File: config.mk
export PLATFORM = sky130hd
export DESIGN_NAME = hs_cell
export DESIGN_NICKNAME = d
export VERILOG_FILES = /design/src/rtl/hs_pkg.sv /design/src/rtl/hs_cell.sv
export SDC_FILE = /design/constraint.sdc
export NUM_CORES = 1
export LEC_CHECK = 0
export BUFFER_PORTS_ARGS = -buffer_cell sky130_fd_sc_hd__buf_2
export CORE_UTILIZATION = 50
export DETAILED_ROUTE_END_ITERATION = 8
export PLACE_DENSITY_LB_ADDON = 0.1
export SETUP_SLACK_MARGIN = 0.3
export SLEW_MARGIN = 5
export SYNTH_ARGS = -nofsm -noshare
export SYNTH_HDL_FRONTEND = slang
export SYNTH_SLANG_ARGS = --single-unit
File: constraint.sdc
create_clock -name clk_i -period 9.3 [get_ports clk_i]
set_input_delay 1.86 -clock clk_i [delete_from_list [all_inputs] [get_ports clk_i]]
set_output_delay 1.86 -clock clk_i [all_outputs]
set_load 0.05 [all_outputs]
File: src/rtl/hs_pkg.sv
// heap sorter package: data width and cell contents type
package hs_pkg;

  localparam int unsigned DataW = 32;

  typedef logic signed [DataW-1:0] data_t;

  typedef struct packed {
    logic  valid;
    data_t value;
  } hs_cell_t;

endpackage

File: src/rtl/hs_cell.sv
// heap sorter cell: one sorted slot, insert from the left, shift out to the left
module hs_cell (
  input  logic             clk_i,
  input  logic             rst_ni,
  input  logic             load_i,
  input  logic             drain_i,
  input  hs_pkg::data_t    new_value_i,
  input  hs_pkg::hs_cell_t left_i,
  input  logic             left_lt_i,
  input  hs_pkg::hs_cell_t right_i,
  output hs_pkg::hs_cell_t cell_o,
  output logic             lt_o
);
  import hs_pkg::*;

  logic  valid_q, valid_d;
  data_t value_q, value_d;

  // new element goes before this slot when the slot is empty or larger
  assign lt_o = !valid_q || ($signed(new_value_i) < $signed(value_q));

  always_comb begin
    valid_d = valid_q;
    value_d = value_q;
    if (load_i && lt_o) begin
      if (left_lt_i) begin
        valid_d = left_i.valid;
        value_d = left_i.value;
      end else begin
        valid_d = 1'b1;
        value_d = new_value_i;
      end
    end else if (drain_i) begin
      valid_d = right_i.valid;
      value_d = right_i.value;
    end
  end

  always_ff @(posedge clk_i or negedge rst_ni) begin
    if (!rst_ni) begin
      valid_q <= 1'b0;
    end else begin
      valid_q <= valid_d;
    end
  end

  always_ff @(posedge clk_i) begin
    value_q <= value_d;
  end

  assign cell_o.valid = valid_q;
  assign cell_o.value = value_q;

endmodule

==> summary.md, run 1 <==
| Metric | Value |
|---|---|
| CP most frequent cell | `buf_2` |
| Reg2Reg Capture Point | `value_q[0]$_DFFE_PP_` |
| Largest net degree at the start of global routing | `34` |
| CTS Hold Bufs | `0` |
| Worst setup path class | `input pin to primary output` |
| DIE AREA | `5850 um2` |
| Vias in the first global route | `2195` |
| Post-Syn Nets | `365` |
| Number of top-level pins | `137` |
| Leakage Power | `0.00181 uW` |
| Synth Register Bits | `33` |
| Standard-cell rows | `26` |
| DRT Pass-1 Iters | `4` |
| Vias post-DR | `between 2000 and 2500` |
| Gr ovfl total | `0` |
| Vias per cell | `4.96` |
| Layout Nets | `501` |
| Power Density | `277 nW/um2` |
| Reg-to-reg slack, setup | `6150 ps` |
| Rel. slew slack | `46.8%` |
| Maxcap violations | `0` |
| Unrepaired setup endpoints after global routing | `no` |
| WHS Path Cells | `2` |
| Fin. max-slew vios | `0` |
| WL per Instance | `13.6 um` |
| Critical path arrival | `3800 ps` |
| Port bufs | `between 100 and 150` |
| Routability cong. | `0.805` |
| Htree depth | `2` |
| CP max FO | `6` |
| DRC viols | `0` |
| R2r worst-path depth | `9` |
| Hold Crit Start | `valid_q$_DFFE_PN0P_` |
| Critical path's slowest cell | `ha_1` |
| Post-cts sizing count | `0` |
| ANT nets after route | `0` |
| Drt initial violations | `76` |
| Antenna cells | `0` |
| Final min period | `roughly 5700 ps` |
| Final Cycle Share | `between 60% and 70%` |
| Critical path cell sequence | `buf_2 -> ha_1 -> nand4_1 -> nor2_1 -> a221oi_1 -> nand3_1 -> o21a_1 -> o21ai_0 -> buf_2` |
| Unique cell type count in the Yosys netlist | `30` |
| Seq/Total Area, Yosys | `35.5%` |
| Status | `finished clean` |
| CP Capture Type | `primary output` |
| Cells after synthesis | `231` |
| Final Setup Violations | `0` |
| Total Routing Usage GR | `a little over a fifth` |
| Critical Path Max Stage Delay | `370 ps` |
| Core Box Area | `5240 um2` |
| Clk_skew | `6.48 ps` |
| Worst hold path class | `register to register` |
| Fmax | `177 MHz` |
| Synth Cell Area | `2770 um2` |
| Clk sinks | `33` |
| Synth warn | `0` |
| Initial antenna violation count | `0` |
| Crit Reg-Reg Startpoint | `value_q[31]$_DFFE_PP_` |
| CTS clk-pin slew, worst paths | `70 ps` |
| Initial core utilization | `53.0%` |
| TritonCTS clock tree | `built` |
| Post-CTS setup buffers | `0` |
| Max IR drop VDD | `roughly 130 uV` |
| First-pass GRT wire length | `a little under 10000 um` |
| WHS | `between 600 and 700 ps` |
| FILL cells | `441` |
| Hold worst-path end | `valid_q$_DFFE_PN0P_` |
| Commonest non-fill, non-tap cell in the layout | `buf_2` |
| HPWL Detailed | `4620 um` |
| Total CTS buffers | `5` |
| Die Span X | `approximately 76 um` |
| Worst-Margin Slew | `798 ps` |
| Die Ht | `76.5 um` |
| Post-Route WL | `5970 um` |
| Most frequent cells in the layout | `buf_2 (136), mux2_2 (36), inv_1 (33)` |
| Share of cells above drive strength 1 | `between 50% and 60%` |
| Final hold vios | `0` |
| Layout area overhead | `28.8%` |
| Clk root buf | `clkbuf_8` |
| Crit path launch type | `input pin` |
| Post-synthesis area per instance | `12.0 um2` |
| Post-route setup TNS | `0 ps` |
| Clock latency on the worst-skew pair | `280 ps` |
| CTS max path bufs | `2` |
| Worst EP required | `7440 ps` |
## area by class of cell
type / count / area, um2 / area share, %
Inverter: 33 / 124 / 3.47
Tap cell: 70 / 87.6 / 2.45
Timing Repair Buffer: 137 / 688 / 19.3
Multi-Input combinational cell: 157 / 1600 / 44.7
Sequential cell: 33 / 986 / 27.6
Clock buffer: 8 / 90.1 / 2.52
## layer usage
metal | up-vias | GRT usage [%] | routed length, um
met4 | 0 | 6.54 | 79
li1 | 1114 | - | -
met2 | 87 | 39.2 | 3030
met1 | 964 | 25.0 | 2520
met5 | - | 0 | 0
met3 | 9 | 3.95 | 344
## power by group
group          total (uW)  internal (uW)  switching (uW)
clock network         114           60.4            53.3
logic                 606            214             392
registers             271            244            27.5
total                 991            518             472
## critical path, delay by kind of cell
kind,cells,cell delay [ps]
adder cells (fa/ha/maj),1,370
buffers and inverters,2,400
AO/OA/AOI/OAI,3,690
AND/OR/NAND/NOR,3,480
## Yosys cell counts
master    number  area share [%]
a2111o_1       1            0.41
a211oi_2       1            0.45
a21oi_1       14             2.5
a221oi_1       1            0.32
a311o_1        1            0.36
and4_1         1            0.32
buf_4          1            0.27
buf_8          3             1.6
clkbuf_1       4            0.54
dfrtp_1        1            0.90
edfxtp_1      32              35
ha_1          31              14
inv_1         33             4.5
mux2_2        36              15
mux2_4        28              15
mux2i_1        2            0.72
nand2_1       14             1.9
nand2b_1       2            0.45
nand2b_4       1            0.50
nand3_1        2            0.36
nand4_1        4            0.90
nor2_1         3            0.41
nor2b_1        1            0.23
nor3_1         1            0.18
nor4_2         1            0.45
o21a_1         1            0.27
o21ai_0        8             1.4
o22ai_2        1            0.45
o311ai_4       1            0.95
or2_2          1            0.23
## logic make-up (layout without fill, tap and decap cells)
family	after synthesis	count (layout)	synth area share [%]
mux	66	66	30.5
buf+inv	41	178	6.90
flops	33	33	35.5
fa+ha+maj	31	31	14.0
simple gates	31	31	5.91
compound gates	29	29	7.17
## flip-flops by register name, summed over array words and instances, names as in the netlist
signal,flops
value_q,32
valid_q,1
## through the flow
stage                     util [%]  worst slack [ps]  std cells  instance area, um2  power [uW]
after global routing          68.2              3400        438                3570        1050
final                         68.2              3640        438                3570         991
after CTS                     68.2              3600        438                3570        1000
after floorplan                  -              3240        231                2770         770
after global placement        66.5              3690        430                3480         874
after detailed placement      66.5              3630        430                3480         884
## worst max path at each step
| stage | startpoint | end | slack, ps | depth (start not counted) |
|---|---|---|---|---|
| final | new_value_i[31] | lt_o | 3640 | 9 |
| after global routing | new_value_i[31] | lt_o | 3400 | 9 |
| after CTS | new_value_i[31] | lt_o | 3600 | 9 |
| after detailed placement | new_value_i[31] | lt_o | 3630 | 9 |
| after global placement | new_value_i[31] | lt_o | 3690 | 9 |
| after floorplan | new_value_i[31] | lt_o | 3240 | 7 |
Note: power is estimated with default switching activity, not from simulation.
==> run 2: changes to the inputs <==
--- a/config.mk
+++ b/config.mk
@@ -6,7 +6,7 @@
 export NUM_CORES = 1
 export LEC_CHECK = 0
 export BUFFER_PORTS_ARGS = -buffer_cell sky130_fd_sc_hd__buf_2
-export CORE_UTILIZATION = 50
+export CORE_UTILIZATION = 47
 export DETAILED_ROUTE_END_ITERATION = 8
 export PLACE_DENSITY_LB_ADDON = 0.1
 export SETUP_SLACK_MARGIN = 0.3
==> constraint.sdc (replaced) <==
create_clock -name clk_i -period 5.5 [get_ports clk_i]
set_input_delay 1.1 -clock clk_i [delete_from_list [all_inputs] [get_ports clk_i]]
set_output_delay 1.1 -clock clk_i [all_outputs]
set_load 0.05 [all_outputs]
==> run 2 against run 1 <==
Net effect:
- worst setup slack worse by 2300 ps
- power is 69% higher
- sequential share of layout area hardly changed
- sequential power is 69% higher
- clock-buffer cell count stayed put
- critical endpoint unchanged
- clock power is 68% higher
- critical path type unchanged
- register-to-register slack worse by 4100 ps
==> summary.md, run 2 (synthesized netlist as in run 1, its figures left out) <==
| Metric | Value |
|---|---|
| Initial antenna violation count | `0 (unchanged)` |
| Share of cells above drive strength 1 | `57.9% (unchanged)` |
| FILL cells | `503 (+14%)` |
| Final hold vios | `0 (unchanged)` |
| Fin. max-slew vios | `0 (unchanged)` |
| Post-CTS setup buffers | `0 (unchanged)` |
| Die Span X | `78.8 um (+3.1%)` |
| First-pass GRT wire length | `9900 um (-0.41%)` |
| CP delay by family, top | `simple AND/OR/NAND/NOR gates` |
| Most frequent cells in the layout | `buf_2 (136), mux2_2 (36), inv_1 (33)` |
| WP buf/inv | `2 (unchanged)` |
| WL per Instance | `13.9 um (+2.2%)` |
| Design Area, Final | `3570 um2 (about the same)` |
| Power Density | `467 nW/um2 (+68%)` |
| Vias in the first global route | `2234 (+1.8%)` |
| Vias per cell | `4.99 (+0.46%)` |
| Status | `finished clean` |
| Final Cycle Share | `between 70 and 80%` |
| Crit path launch type | `input pin` |
| Clk_skew | `4.96 ps (-1.53 ps)` |
| TritonCTS clock tree | `built` |
| Reg area | `986 um2 (unchanged)` |
| Gr ovfl total | `0 (unchanged)` |
| CP Capture Type | `primary output` |
| Biggest regs | `value_q x32, valid_q x1` |
| Rel. slew slack | `45.9% (-0.91 points)` |
| Clk sinks | `33 (unchanged)` |
| Leakage Power | `0.00181 uW (unchanged)` |
| Maxcap violations | `0 (unchanged)` |
| Worst-Margin Slew | `811 ps (+13.6 ps)` |
| Post-Route WL | `6130 um (+2.6%)` |
| Initial core utilization | `49.5% (-3.5 points)` |
| Core Box Area | `5610 um2 (+7.1%)` |
| Final Setup Violations | `0 (unchanged)` |
| Standard-cell rows | `27 (+3.8%)` |
| CTS clk-pin slew, worst paths | `70 ps (about the same)` |
| Max IR drop VDD | `203 uV (+56%)` |
| Drt initial violations | `83 (+9.2%)` |
| CP most frequent cell | `buf_2` |
| Fmax | `around 240 MHz` |
| DRC viols | `0 (unchanged)` |
| Htree depth | `2 (unchanged)` |
| Worst EP required | `4400 ps (-3040 ps)` |
| Port bufs | `136 (unchanged)` |
| Critical path arrival | `3040 ps (-760 ps)` |
| Antenna cells | `0 (unchanged)` |
| Routability cong. | `0.731 (-9.1%)` |
| Largest net degree at the start of global routing | `34 (unchanged)` |
| CP max FO | `6 (unchanged)` |
| Vias post-DR | `2194 (+0.92%)` |
| Post-route setup TNS | `0 ps (unchanged)` |
| Worst setup path class | `input pin to primary output` |
| Critical path cell sequence | `buf_2 -> ha_1 -> nand4_1 -> nor4_2 -> nand2_1 -> o22ai_2 -> nor3_1 -> o21ai_0 -> buf_2` |
| Clock latency on the worst-skew pair | `280 ps (about the same)` |
| Unrepaired setup endpoints after global routing | `no` |
| ANT nets after route | `0 (unchanged)` |
| CTS Hold Bufs | `0 (unchanged)` |
| Critical Path Max Stage Delay | `410 ps (+40 ps)` |
| Number of top-level pins | `137 (unchanged)` |
| HPWL Detailed | `4830 um (+4.4%)` |
| Total Routing Usage GR | `20.4% (-0.96 points)` |
| Multi-input gate area | `1600 um2 (unchanged)` |
| DRT Pass-1 Iters | `4 (unchanged)` |
| Total CTS buffers | `5 (unchanged)` |
| Top reg by flops | `value_q` |
| Largest register FFs | `32 (unchanged)` |
| Post-cts sizing count | `0 (unchanged)` |
| Die Ht | `78.8 um (+3.1%)` |
| Post-DP Area | `3480 um2 (about the same)` |
| Commonest non-fill, non-tap cell in the layout | `buf_2` |
| CTS max path bufs | `2 (unchanged)` |
| Critical path's slowest cell | `nor4_2` |
| Final min period | `4140 ps` |
| DIE AREA | `6210 um2 (+6.2%)` |
| Layout Nets | `501 (unchanged)` |
| Layout area overhead | `28.9% (about the same)` |
| Worst hold path class | `input pin to asynchronous set/reset pin` |
| Clk root buf | `clkbuf_8` |
-- run 2: cell counts in the layout (fill, tap and decap cells not counted) --
No cell type changed its count.
-- run 2: final cells by class --
class / instances / area share, %
multi-input cells: 157 / 44.7
flip-flops and latches: 33 / 27.6
repair buffers: 137 / 19.3
inverters: 33 / 3.47
clock buffers: 8 / 2.52
well taps: 72 / 2.52
-- run 2: report_power, final --
part           internal, uW  total (uW)  switching [uW]
combinational           362        1020             658
sequential              412         458            46.6
clock                   102         191            89.1
-- run 2: final timing paths --
| check | startpoint | end | slack (ps) | cells past startpoint |
|---|---|---|---|---|
| max in group asynchronous | rst_ni | valid_q$_DFFE_PN0P_ | 4840 | 1 |
| min in group clk_i | valid_q$_DFFE_PN0P_ | valid_q$_DFFE_PN0P_ | 630 | 2 |
| setup / recovery | new_value_i[31] | lt_o | 1360 | 9 |
| setup reg to reg | value_q[21]$_DFFE_PP_ | value_q[3]$_DFFE_PP_ | 2020 | 8 |
| hold / removal | rst_ni | valid_q$_DFFE_PN0P_ | 580 | 1 |
| hold reg to reg | valid_q$_DFFE_PN0P_ | valid_q$_DFFE_PN0P_ | 630 | 2 |
-- run 2: metal layers --
metal  vias up  GRT usage (%)  wire [um]
met5         -              0          0
met4         0           5.64         39
met3         4           5.17        436
met2        81           36.3       3000
met1       997           24.3       2650
li1       1112              -          -
-- run 2: worst register-to-register path: cells and delay by family, from the launching register on --
family,cells,cell delay [ps]
DFF,1,370
and+or+nand+nor,2,1010
AOI/OAI and AO/OA,4,1420
adders and majority gates,1,230
buffers and inverters,1,60
-- run 2: through the flow --
stage	utilization [%]	total power, uW	setup WS, ps	cells	hold WS, ps
floorplan	-	1300	960	231	557
global placement	62.1	1480	1210	432	616
detailed placement	62.1	1490	1130	432	620
CTS	63.7	1690	1330	440	571
global route	63.7	1780	1110	440	564
finish	63.7	1670	1360	440	579
